### config.mk
export PLATFORM = sky130hd
export DESIGN_NAME = genetic_life_cell_update_core
export DESIGN_NICKNAME = d
export VERILOG_FILES = /design/src/rtl/glcu_pkg.sv /design/src/rtl/glcu_lane.sv /design/src/rtl/glcu_front.sv /design/src/rtl/glcu_merge.sv /design/src/rtl/genetic_life_cell_update_core.sv
export SDC_FILE = /design/constraint.sdc
export NUM_CORES = 2
export LEC_CHECK = 0
export BUFFER_PORTS_ARGS = -buffer_cell sky130_fd_sc_hd__buf_2
export CAP_MARGIN = 20
export CORE_MARGIN = 2
export CORE_UTILIZATION = 60
export DETAILED_ROUTE_END_ITERATION = 8
export PLACE_DENSITY = 0.81
export SLEW_MARGIN = 20
export SYNTH_ARGS = -nofsm -noshare
export SYNTH_HDL_FRONTEND = slang
export SYNTH_HIERARCHICAL = 1
export SYNTH_SLANG_ARGS = --single-unit
### constraint.sdc
create_clock -name i_clk -period 26.3 [get_ports i_clk]
set_input_delay 3.945 -clock i_clk [delete_from_list [all_inputs] [get_ports i_clk]]
set_output_delay 3.945 -clock i_clk [all_outputs]
set_load 0.01 [all_outputs]
### src/rtl/glcu_pkg.sv
`timescale 1ns / 1ps
// Shared types, register map and helpers for the genetic life cell update block.
// No dependencies; imported by every module of the block.
package glcu_pkg;

    localparam int GENE_W   = 64;
    localparam int NBR_N    = 8;
    localparam int LANE_N   = 4;      // three candidate lanes plus the xor lane
    localparam int LANE_XOR = 3;
    localparam int IN_W     = 592;    // 585 payload bits padded to whole bytes
    localparam int OUT_W    = 72;     // 65 payload bits padded to whole bytes
    localparam int ADDR_W   = 6;
    localparam int DATA_W   = 64;

    // xorshift128+ shift amounts
    localparam int RNG_SH_A = 23;
    localparam int RNG_SH_B = 17;
    localparam int RNG_SH_C = 26;

    // adjustment threshold and offset for selection modes 1, 2 and 3, and the exponent cap
    localparam logic [6:0] ADJ_THRESH = 7'd16;
    localparam logic signed [8:0] ADJ_OFFSET = 9'sd23;
    localparam logic signed [8:0] EXP_MAX = 9'sd64;

    localparam int MUT_BASE = 24;     // mutation test starts at this random bit
    localparam int MUT_SPAN = 40;     // random bits available above MUT_BASE

    typedef enum logic [1:0] {
        MODE_NEUTRAL   = 2'd0,
        MODE_ONES      = 2'd1,
        MODE_REPLICASE = 2'd2
    } t_mode;

    typedef enum logic [2:0] {
        REG_BASE_EXP  = 3'd0,
        REG_MUT_EXP   = 3'd1,
        REG_SEL_MODE  = 3'd2,
        REG_TWO_BIRTH = 3'd3,
        REG_SEED_A    = 3'd4,
        REG_SEED_B    = 3'd5
    } t_reg_idx;

    typedef struct packed {
        logic [5:0] base_exp;
        logic [4:0] mut_exp;
        logic [1:0] sel_mode;
        logic       two_birth;
    } t_cfg;

    // result of the front end for one transaction
    typedef struct packed {
        logic              active;    // two or three live neighbours
        logic              s_odd;     // odd live-neighbour count; three when active
        logic [1:0]        slot;
        logic [1:0]        n_bias;
        logic [GENE_W-1:0] rnd;
        logic [GENE_W-1:0] n_rng_a;
        logic [GENE_W-1:0] n_rng_b;
        logic [GENE_W-1:0] ga;
        logic [GENE_W-1:0] gb;
        logic [GENE_W-1:0] gc;
        logic [GENE_W-1:0] newgene;
    } t_front;

    // payload carried down the pipeline
    typedef struct packed {
        logic              center;
        logic [GENE_W-1:0] cgene;
        logic              active;
        logic              s_odd;
        logic [1:0]        slot;
        logic [GENE_W-1:0] rnd;
        logic [GENE_W-1:0] ga;
        logic [GENE_W-1:0] gb;
        logic [GENE_W-1:0] gc;
        logic [GENE_W-1:0] newgene;
    } t_pipe;

    typedef struct packed {
        logic [6:0] ones;
        logic [5:0] low3;
    } t_lane_res;

    function automatic logic signed [8:0] adjust(input logic [6:0] c);
        logic signed [8:0] v;
        v = $signed({2'b00, c});
        if (c < ADJ_THRESH) begin
            return 9'sd0;
        end
        return v - ADJ_OFFSET;
    endfunction

endpackage

### src/rtl/glcu_lane.sv
`timescale 1ns / 1ps
// One counting lane: ones count and sum of the low 3 bits of each byte of a gene.
// Depends on glcu_pkg.
module glcu_lane (
    input  logic [glcu_pkg::GENE_W-1:0] i_word,
    output glcu_pkg::t_lane_res          o_res
);
    import glcu_pkg::*;

    logic [6:0] ones_sum;
    logic [5:0] low3_sum;
    logic [3:0] byte_ones [8];

    always_comb begin
        ones_sum = '0;
        low3_sum = '0;
        for (int b = 0; b < 8; b++) begin
            byte_ones[b] = 4'($countones(i_word[8*b +: 8]));
            ones_sum     = ones_sum + {3'b000, byte_ones[b]};
            low3_sum     = low3_sum + {3'b000, i_word[8*b +: 3]};
        end
        o_res.ones = ones_sum;
        o_res.low3 = low3_sum;
    end

endmodule

### src/rtl/glcu_front.sv
`timescale 1ns / 1ps
// Front end: live-neighbour candidates, xorshift128+ draw, bias counter and parent pick.
// Depends on glcu_pkg.
module glcu_front (
    input  logic [7:0]                  i_alive,
    input  logic [glcu_pkg::GENE_W-1:0] i_genes [glcu_pkg::NBR_N],
    input  logic [glcu_pkg::GENE_W-1:0] i_rng_a,
    input  logic [glcu_pkg::GENE_W-1:0] i_rng_b,
    input  logic [1:0]                  i_bias,
    output glcu_pkg::t_front            o_front
);
    import glcu_pkg::*;

    logic [3:0]        cnt;
    logic [2:0]        cand [3];
    logic [GENE_W-1:0] x;
    logic [GENE_W-1:0] nb;
    logic [1:0]        q;
    logic [1:0]        nbias;
    logic [1:0]        slot;
    logic [GENE_W-1:0] rnd;

    // highest live index first; unused slots stay at east
    always_comb begin
        cnt = '0;
        for (int i = 0; i < 3; i++) cand[i] = '0;
        for (int k = NBR_N - 1; k >= 0; k--) begin
            if (i_alive[k]) begin
                if (cnt == 4'd0) cand[0] = 3'(k);
                else if (cnt == 4'd1) cand[1] = 3'(k);
                else if (cnt == 4'd2) cand[2] = 3'(k);
                cnt = cnt + 4'd1;
            end
        end
    end

    always_comb begin
        x     = i_rng_a ^ (i_rng_a << RNG_SH_A);
        nb    = x ^ i_rng_b ^ (x >> RNG_SH_B) ^ (i_rng_b >> RNG_SH_C);
        rnd   = nb + i_rng_b;
        q     = rnd[55:54];
        nbias = i_bias;
        if (q == 2'd3) begin
            nbias = (i_bias == 2'd2) ? 2'd0 : i_bias + 2'd1;
        end
        if (cnt[0]) slot = (q == 2'd3) ? nbias : q;
        else        slot = {1'b0, q[0]};
        if (slot == 2'd3) slot = 2'd0;
    end

    always_comb begin
        o_front.active  = (cnt == 4'd2) || (cnt == 4'd3);
        o_front.s_odd   = cnt[0];
        o_front.slot    = slot;
        o_front.n_bias  = nbias;
        o_front.rnd     = rnd;
        o_front.n_rng_a = i_rng_b;
        o_front.n_rng_b = nb;
        o_front.ga      = i_genes[cand[0]];
        o_front.gb      = i_genes[cand[1]];
        o_front.gc      = i_genes[cand[2]];
        o_front.newgene = i_genes[cand[slot]];
    end

endmodule

### src/rtl/glcu_merge.sv
`timescale 1ns / 1ps
// Merge stage: combines lane counts into the departure exponent, draws departure,
// mutation and birth, and forms the next cell state. Depends on glcu_pkg.
module glcu_merge (
    input  glcu_pkg::t_cfg              i_cfg,
    input  glcu_pkg::t_pipe             i_pipe,
    input  glcu_pkg::t_lane_res         i_lane [glcu_pkg::LANE_N],
    output logic                        o_next_alive,
    output logic [glcu_pkg::GENE_W-1:0] o_next_gene
);
    import glcu_pkg::*;

    logic [5:0]        low3_min;
    logic signed [8:0] adj;
    logic signed [8:0] e_raw;
    logic [6:0]        e_sat;
    logic              depart;
    logic              mutate;
    logic [GENE_W-1:0] gene_m;
    logic              birth;

    always_comb begin
        low3_min = i_lane[0].low3;
        if (i_lane[1].low3 < low3_min) low3_min = i_lane[1].low3;
        if (i_lane[2].low3 < low3_min) low3_min = i_lane[2].low3;

        case (i_cfg.sel_mode)
            MODE_NEUTRAL: adj = $signed({2'b00, i_lane[LANE_XOR].ones});
            MODE_ONES:    adj = adjust(i_lane[i_pipe.slot].ones);
            default:      adj = adjust({1'b0, low3_min});
        endcase

        e_raw = $signed({3'b000, i_cfg.base_exp}) + adj;
        if (e_raw < 9'sd0)        e_sat = '0;
        else if (e_raw > EXP_MAX) e_sat = 7'(EXP_MAX);
        else                      e_sat = e_raw[6:0];

        depart = 1'b1;
        for (int j = 0; j < GENE_W; j++) begin
            if ((7'(j) < e_sat) && i_pipe.rnd[j]) depart = 1'b0;
        end

        mutate = 1'b1;
        for (int j = 0; j < MUT_SPAN; j++) begin
            if ((6'(j) < {1'b0, i_cfg.mut_exp}) && i_pipe.rnd[MUT_BASE + j]) mutate = 1'b0;
        end

        gene_m = i_pipe.newgene;
        if (mutate) gene_m = gene_m ^ (64'd1 << i_pipe.rnd[53:48]);

        birth = !i_pipe.center && (i_pipe.s_odd ^ (depart && i_cfg.two_birth));

        if (!i_pipe.active) begin
            o_next_alive = 1'b0;
            o_next_gene  = '0;
        end else begin
            o_next_alive = i_pipe.center || birth;
            o_next_gene  = i_pipe.center ? i_pipe.cgene : (birth ? gene_m : '0);
        end
    end

endmodule

### src/rtl/genetic_life_cell_update_core.sv
`timescale 1ns / 1ps
// Pipeline: three register stages, stage 1 (candidate genes), stage 2 (lane counts)
// and the output register, which drives a result's tvalid.
// Throughput: one transaction per cycle while the output is not stalled; the generator
// and bias counter step in the accept cycle, so that update loop sets the rate.
// Reset (synchronous, active low): pipeline empty, registers 5/5/1/1, seeds 1 and 2,
// generator words 1 and 2, bias counter 0. No clearing pass.
// Depends on glcu_pkg, glcu_front, glcu_lane, glcu_merge.
module genetic_life_cell_update_core (
    input  logic                          i_clk,
    input  logic                          i_rst_n,
    // slave stream; tdata from bit 0: center_alive, neighbour_alive[7:0], center_gene,
    // gene_east, gene_west, gene_south, gene_southeast, gene_southwest, gene_north,
    // gene_northeast, gene_northwest, zero pad
    input  logic                          i_s_axis_tvalid,
    output logic                          o_s_axis_tready,
    input  logic [glcu_pkg::IN_W-1:0]     i_s_axis_tdata,
    // master stream; tdata from bit 0: next_alive, next_gene[63:0], zero pad
    output logic                          o_m_axis_tvalid,
    input  logic                          i_m_axis_tready,
    output logic [glcu_pkg::OUT_W-1:0]    o_m_axis_tdata,
    // APB configuration port
    input  logic                          i_psel,
    input  logic                          i_penable,
    input  logic                          i_pwrite,
    input  logic [glcu_pkg::ADDR_W-1:0]   i_paddr,
    input  logic [glcu_pkg::DATA_W-1:0]   i_pwdata,
    output logic [glcu_pkg::DATA_W-1:0]   o_prdata,
    output logic                          o_pready
);
    import glcu_pkg::*;

    // ---------------- configuration ----------------
    t_cfg              r_cfg;
    logic [GENE_W-1:0] r_seed_a;
    logic [GENE_W-1:0] r_seed_b;
    logic              cfg_wr;
    t_reg_idx          cfg_idx;

    assign o_pready = 1'b1;
    assign cfg_wr   = i_psel && i_penable && i_pwrite && o_pready;
    assign cfg_idx  = t_reg_idx'(i_paddr[5:3]);   // registers on 8-byte spacing

    always_comb begin
        unique case (cfg_idx)
            REG_BASE_EXP:  o_prdata = {58'd0, r_cfg.base_exp};
            REG_MUT_EXP:   o_prdata = {59'd0, r_cfg.mut_exp};
            REG_SEL_MODE:  o_prdata = {62'd0, r_cfg.sel_mode};
            REG_TWO_BIRTH: o_prdata = {63'd0, r_cfg.two_birth};
            REG_SEED_A:    o_prdata = r_seed_a;
            REG_SEED_B:    o_prdata = r_seed_b;
            default:       o_prdata = '0;
        endcase
    end

    // ---------------- input unpack ----------------
    logic              in_center;
    logic [7:0]        in_alive;
    logic [GENE_W-1:0] in_cgene;
    logic [GENE_W-1:0] in_genes [NBR_N];

    always_comb begin
        in_center = i_s_axis_tdata[0];
        in_alive  = i_s_axis_tdata[8:1];
        in_cgene  = i_s_axis_tdata[72:9];
        for (int k = 0; k < NBR_N; k++) begin
            in_genes[k] = i_s_axis_tdata[73 + GENE_W*k +: GENE_W];
        end
    end

    // ---------------- handshake / pipeline flow ----------------
    // Each stage moves when it is empty or its successor moves, so bubbles are
    // squeezed out and the input keeps flowing while a result waits and a stage is empty.
    logic r_v1, r_v2, r_out_valid;
    logic rdy_out, rdy2, rdy1;
    logic s_acc;

    assign rdy_out         = !r_out_valid || i_m_axis_tready;
    assign rdy2            = !r_v2 || rdy_out;
    assign rdy1            = !r_v1 || rdy2;
    assign o_s_axis_tready = rdy1;
    assign s_acc           = i_s_axis_tvalid && o_s_axis_tready;
    assign o_m_axis_tvalid = r_out_valid;

    // ---------------- front end (accept cycle) ----------------
    logic [GENE_W-1:0] r_rng_a;
    logic [GENE_W-1:0] r_rng_b;
    logic [1:0]        r_bias;
    t_front            front;

    glcu_front u_front (
        .i_alive           (in_alive),
        .i_genes           (in_genes),
        .i_rng_a           (r_rng_a),
        .i_rng_b           (r_rng_b),
        .i_bias            (r_bias),
        .o_front           (front)
    );

    // generator state, bias counter and configuration registers
    always_ff @(posedge i_clk) begin
        if (!i_rst_n) begin
            r_cfg.base_exp  <= 6'd5;
            r_cfg.mut_exp   <= 5'd5;
            r_cfg.sel_mode  <= MODE_ONES;
            r_cfg.two_birth <= 1'b1;
            r_seed_a        <= 64'd1;
            r_seed_b        <= 64'd2;
            r_rng_a         <= 64'd1;
            r_rng_b         <= 64'd2;
            r_bias          <= 2'd0;
        end else if (cfg_wr) begin
            unique case (cfg_idx)
                REG_BASE_EXP:  r_cfg.base_exp  <= i_pwdata[5:0];
                REG_MUT_EXP:   r_cfg.mut_exp   <= i_pwdata[4:0];
                REG_SEL_MODE:  r_cfg.sel_mode  <= i_pwdata[1:0];
                REG_TWO_BIRTH: r_cfg.two_birth <= i_pwdata[0];
                REG_SEED_A: begin
                    r_seed_a <= i_pwdata;
                    r_rng_a  <= i_pwdata;
                end
                REG_SEED_B: begin
                    r_seed_b <= i_pwdata;
                    r_rng_b  <= i_pwdata;
                end
                default: ;
            endcase
        end else if (s_acc && front.active) begin
            // draw only when two or three neighbours live
            r_rng_a <= front.n_rng_a;
            r_rng_b <= front.n_rng_b;
            r_bias  <= front.n_bias;
        end
    end

    // ---------------- stage 1: candidate genes registered ----------------
    t_pipe r_p1;
    t_pipe n_p1;

    always_comb begin
        n_p1.center  = in_center;
        n_p1.cgene   = in_cgene;
        n_p1.active  = front.active;
        n_p1.s_odd   = front.s_odd;
        n_p1.slot    = front.slot;
        n_p1.rnd     = front.rnd;
        n_p1.ga      = front.ga;
        n_p1.gb      = front.gb;
        n_p1.gc      = front.gc;
        n_p1.newgene = front.newgene;
    end

    // ---------------- lanes ----------------
    logic [GENE_W-1:0] lane_word [LANE_N];
    t_lane_res         lane_res  [LANE_N];

    assign lane_word[0]        = r_p1.ga;
    assign lane_word[1]        = r_p1.gb;
    assign lane_word[2]        = r_p1.gc;
    assign lane_word[LANE_XOR] = r_p1.ga ^ r_p1.gb ^ r_p1.gc;

    for (genvar l = 0; l < LANE_N; l++) begin : g_lane
        glcu_lane u_lane (
            .i_word (lane_word[l]),
            .o_res  (lane_res[l])
        );
    end

    // ---------------- stage 2: lane counts registered ----------------
    t_pipe     r_p2;
    t_lane_res r_p2_lane [LANE_N];

    always_ff @(posedge i_clk) begin
        if (!i_rst_n) begin
            r_v1 <= 1'b0;
            r_v2 <= 1'b0;
        end else begin
            if (rdy1) r_v1 <= s_acc;
            if (rdy2) r_v2 <= r_v1;
        end
    end

    always_ff @(posedge i_clk) begin
        if (rdy1) r_p1 <= n_p1;
        if (rdy2) begin
            r_p2      <= r_p1;
            r_p2_lane <= lane_res;
        end
    end

    // ---------------- merge and output register ----------------
    logic              mg_alive;
    logic [GENE_W-1:0] mg_gene;
    logic [OUT_W-1:0]  r_out_data;

    glcu_merge u_merge (
        .i_cfg        (r_cfg),
        .i_pipe       (r_p2),
        .i_lane       (r_p2_lane),
        .o_next_alive (mg_alive),
        .o_next_gene  (mg_gene)
    );

    always_ff @(posedge i_clk) begin
        if (!i_rst_n) begin
            r_out_valid <= 1'b0;
        end else if (rdy_out) begin
            r_out_valid <= r_v2;
        end
    end

    always_ff @(posedge i_clk) begin
        if (rdy_out) r_out_data <= {7'd0, mg_gene, mg_alive};
    end

    assign o_m_axis_tdata = r_out_data;

    // ---------------- assertions ----------------
    // generator and bias counter move only on a drawing transaction or a seed write
    a_rng_hold: assert property (@(posedge i_clk) disable iff (!i_rst_n)
        (!cfg_wr && !(s_acc && front.active))
        |=> ($stable(r_rng_a) && $stable(r_rng_b) && $stable(r_bias)))
        else $error("generator state changed without a draw");

    // bias counter counts mod 3
    a_bias_range: assert property (@(posedge i_clk) disable iff (!i_rst_n)
        (r_bias != 2'd3))
        else $error("bias counter out of range");

    // an empty cell never carries a gene
    a_dead_gene: assert property (@(posedge i_clk) disable iff (!i_rst_n)
        (r_out_valid && !r_out_data[0]) |-> (r_out_data[64:1] == '0))
        else $error("empty cell with nonzero gene");

    // a stalled stage 2 keeps its transaction
    a_stage_hold: assert property (@(posedge i_clk) disable iff (!i_rst_n)
        (r_v2 && !rdy2) |=> (r_v2 && $stable(r_p2.rnd)))
        else $error("stage 2 transaction lost under stall");

endmodule

# [After elaboration in Yosys (flattened, before gate mapping)]
# Index checks and enable logic that the tools add are counted.
[word_totals] register_bits=978 latchBits=0 ram_bits=0 mem_bits_ro=0 in_bits=669 output_inout_bits=139 wordCells=826 n_memories=0
[classes] addsub=292 mul=0 div_mod_pow=0 magnitude_cmp=115 n_eq_ne=27 shift=1 muxes=200 bitwise=15 n_reduce_logical=138
[op_table] operator="$mux W64" n=17
[op_table] operator="$bmux W64 S3" n=4
[op_table] operator="$add A4 B4 Y4" n=96
[op_table] operator="$pmux W64 S6" n=1
[op_table] operator="$xor A64 B64 Y64" n=5
[op_table] operator="$add A1 B1 Y2" n=128
[op_table] operator="$lt A6 B7 Y1 const A" n=32
[op_table] operator="$add A7 B4 Y7" n=24
[op_table] operator="$add A6 B3 Y6" n=24
[op_table] operator="$lt A5 B7 Y1 const A" n=16
[op_table] operator="$logic_and A1 B1 Y1" n=109
[op_table] operator="$mux W1" n=108
[op_table] operator="$mux W9" n=11
[op_table] operator="$mux W3" n=31
[op_table] operator="$lt A5 B5 Y1 const A" n=15
[op_table] operator="$add A64 B64 Y64" n=1
[op_table] operator="$shl A1 B6 Y64 const A" n=1
[op_table] operator="$xor A64 B38 Y64" n=1
[op_table] operator="$xor A64 B47 Y64" n=1
[op_table] operator="$lt A4 B7 Y1 const A" n=8
[op_table] operator="$mux W6" n=9
[op_table] operator="$lt A6 B5 Y1 const A" n=8
[op_table] operator="$lt A4 B5 Y1 const A" n=8
[op_table] operator="$eq A4 B2 Y1 const B" n=8
[op_table] operator="49 further kinds" n=122

# [Longest topological paths before layout]
[logic_depth] ltp_word=84 mapped_depth=39 mapped_depth_nobuf=35

# [By module]
# The synthesis kept the hierarchy.
[by_module_without_submodules] mod="genetic_life_cell_update_core" instances=1 cells_per_inst=2417 area_each_um2=40236.1 seq_area_each_um2=32381.1
[by_module_without_submodules] mod="glcu_front" instances=1 cells_per_inst=4260 area_each_um2=23282.3 seq_area_each_um2=0.0
[by_module_without_submodules] mod="glcu_lane at g_lane[0].u_lane ..." instances=2 cells_per_inst=257 area_each_um2=2675.1 seq_area_each_um2=0.0
[by_module_without_submodules] mod="glcu_lane at g_lane[2].u_lane ..." instances=2 cells_per_inst=257 area_each_um2=2673.8 seq_area_each_um2=0.0
[by_module_without_submodules] mod="glcu_merge" instances=1 cells_per_inst=689 area_each_um2=4705.8 seq_area_each_um2=0.0

# [Least setup slack after synthesis]
# Ideal clock, no wire load.
[synth_timing] path_type="in2out" startpoint="in i_m_axis_tready" endpoint="out o_s_axis_tready" arrival_ps=10604 t_required_ps=22355 path_slack_ps=11751 path_stages=1 path_buffers=0 cell_sequence="nand4b_2"
[synth_between] elab_chain_len=3
[synth_lines] element="start, declared" line="genetic_life_cell_update_core.sv:20" source="input logic i_m_axis_tready,"
[synth_lines] element="$logic_or A1 B1 Y1" line="genetic_life_cell_update_core.sv:78" source="assign rdy_out = !r_out_valid || i_m_axis_tready;"
[synth_lines] element="$logic_or A1 B1 Y1" line="genetic_life_cell_update_core.sv:79" source="assign rdy2 = !r_v2 || rdy_out;"
[synth_lines] element="$logic_or A1 B1 Y1" line="genetic_life_cell_update_core.sv:80" source="assign rdy1 = !r_v1 || rdy2;"
[synth_lines] element="end, declared" line="genetic_life_cell_update_core.sv:16" source="output logic o_s_axis_tready,"
# Every way passes these cells.

==> run metrics <==
status=finished with violations; failing checks=design-rule violations; layout cell share with drive strength beyond 1=14.25%; Hold Vio Cnt, Final=0; total of max-cap violations=0; number of gates resized after cts=0; Hold Path Sink=r_p2[317]$_DFFE_PP_; initial core utilization=60.50%; insertion delay of the later-clocked pin in the worst-skew pair=0.76 ns; count of boundary I/O pins=808; vertical extent of the die=351.6 um; setup slack of the worst register-to-register path=roughly 16 ns; Synth Warn #=6; hold path startpoint=r_p1[317]$_DFFE_PP_; post-layout net count=9763; post-detailed-routing wire length=294500 um; critical setup path kind=input pin to flip-flop; CTS root buffer=sky130_fd_sc_hd__clkbuf_16; count of TritonRoute iterations in the first routing pass=9; final HPWL from detailed placement=between 200000 and 250000 um; number of global-route vias before repair=62468; Rows=127; Reg2Reg Depth=34; placer's final routability congestion estimate=1.058; final critical-path share of the clock period=47.21%; gr ovfl total=0; floorplan die width=351.6 um; worst slack after detailed placement=13.71 ns; first-iteration detailed-routing DRC count=about 12000; initial antenna violation count=245; # hold bufs at CTS=0; total routing usage reported by global routing=46.19%; per-cell via count in the routed design=around 6.6; CTS Sinks=between 900 and 1000; area of placed instances=76410 um2; HP Class=flip-flop to flip-flop; Slew Viols, Final=0; area of the core region=119800 um2; average routed wire per standard cell=28.26 um; Clock Skew=0.05735 ns; input/output buffers=a little under 800; critical path startpoint category=input pin; H-tree lvl count=3; worst rel slew slack=13.97%; number of cells traversed by the worst hold path=0; die outline area=123600 um2; CTS max path bufs=3; Reg2Reg Capture Point=o_m_axis_tdata[3]$_DFFE_PP_; clock buffer count from CTS=101; pin slew with the least headroom to its limit=1.277 ns; Final Instance Area=~80000 um2; per-instance average area after synthesis=8.888 um2; relative area change from synthesis to final layout=10.73%; post-route setup TNS=0 ns; clock-pin transition on the worst setup and hold timing paths=0.07 ns; wire length of the first global-routing pass=approximately 420000 um; CTS tree=done; final critical delay including setup and external delays=12.42 ns; final setup violation count=0; worst reg2reg path startpoint=r_p2_lane[29]$_DFFE_PP_; count of mapped cells out of synthesis=between 8000 and 9000; maximum number of pins on one net before global-route repair=165; data arrival time of the worst path=12.94 ns; Critical Path Fanout Max=~150; final critical-path setup slack=13.88 ns; setup repair after global routing missed its margin=false; Via Count=slightly below 70000; Syn Std Cell Area=72480 um2; maximum clock rate=80.54 MHz; number of setup buffers added after CTS=0; Antenna Violating Nets Remaining=0; critical path capture point type=flip-flop; required time of the critical path=26.82 ns; count of unresolved DRC violations after routing=2
critical path, cell delays in order:
cell and delay [ns]:
sky130_fd_sc_hd__buf_2 0.22, sky130_fd_sc_hd__inv_1 0.12, sky130_fd_sc_hd__fa_1 0.67, sky130_fd_sc_hd__nand2b_1 0.20, sky130_fd_sc_hd__mux2_2 0.39, sky130_fd_sc_hd__ha_1 0.31
sky130_fd_sc_hd__nand2_1 0.06, sky130_fd_sc_hd__o21ai_0 0.19, sky130_fd_sc_hd__inv_1 0.13, sky130_fd_sc_hd__ha_1 0.29, sky130_fd_sc_hd__nand2b_1 0.16, sky130_fd_sc_hd__o21ai_0 0.23
sky130_fd_sc_hd__ha_1 0.33, sky130_fd_sc_hd__a21oi_1 0.32, sky130_fd_sc_hd__inv_1 0.14, sky130_fd_sc_hd__ha_1 0.25, sky130_fd_sc_hd__nor3b_2 0.20, sky130_fd_sc_hd__nand2b_4 0.18
sky130_fd_sc_hd__or3_4 0.63, sky130_fd_sc_hd__a2bb2oi_1 0.41, sky130_fd_sc_hd__o32a_2 0.22, sky130_fd_sc_hd__buf_4 0.52, sky130_fd_sc_hd__buf_12 0.58, sky130_fd_sc_hd__buf_4 0.91
sky130_fd_sc_hd__mux2i_1 0.19, sky130_fd_sc_hd__a32o_1 0.26, sky130_fd_sc_hd__a211oi_2 0.40
layer usage:
metal | global-route usage, % | part of all wire [%]
met2 | 63.61 | 41
met4 | 32.71 | 8.5
met1 | 57.28 | 34
met3 | 20.25 | 16
met5 | 3.964 | 0.42
stage by stage:
step	hold WS (ns)	util, %	cells
final	0.4101	66.99	10421
after CTS	0.4117	66.58	10224
after detailed placement	0.4045	63.77	10038
after global routing	0.4179	66.84	10352
after global placement	0.4020	63.77	10038
after floorplan	0.4003	-	8161
registers in the layout (all words and copies together) (netlist names):
| signal | count |
|---|---|
| r_seed_b | 64 |
| r_v1 | 1 |
| r_bias | 2 |
| o_m_axis_tdata | 65 |
| r_p1 | 197 |
| lane_word | 192 |
| r_p2 | 197 |
| r_seed_a | 64 |
| r_v2 | 1 |
| r_rng_b | 64 |
| r_cfg | 14 |
| r_rng_a | 64 |
| o_m_axis_tvalid | 1 |
| r_p2_lane | 46 |
cell usage in the layout, fill, tap and decap left out, drive strengths merged, types with 138 or more instances in the layout:
cell type and count:
nand2 1947, nand3 868, buf 864, edfxtp 697, inv 444, xnor2 393, a21oi 374, ha 315
o21ai 280, dfxtp 275, fa 250, mux2i 224, diode 197, a211oi 145, and2 141, o31ai 141
clkbuf 138
worst max-delay path by stage:
stage | startpoint | end | slack, ns | depth (start not counted)
after floorplan | i_m_axis_tready | o_s_axis_tready | 11.75 | 1
after detailed placement | i_s_axis_tdata[6] | r_p1[44]$_DFFE_PP_ | 13.71 | 27
final | i_s_axis_tdata[6] | r_p1[44]$_DFFE_PP_ | 13.88 | 27
after CTS | i_s_axis_tdata[6] | r_p1[37]$_DFFE_PP_ | 14.42 | 27
after global placement | i_s_axis_tdata[6] | r_p1[44]$_DFFE_PP_ | 13.80 | 27
after global routing | i_s_axis_tdata[6] | r_p1[44]$_DFFE_PP_ | 13.77 | 27
final cells by class:
type / count / area (um2)
flip-flops and latches: 972 / 26440
clock inverters: 48 / 510.5
clock buffers: 138 / 2848
diodes: 197 / 493.0
repair buffers: 864 / 4556
inverters: 435 / 1633
multi-input cells: 6155 / 41770
fillers: 9756 / 39550
well taps: 1612 / 2017
Power is not shown: default switching activity piles up to over one toggle a cycle in this logic, so the estimate is an artifact.
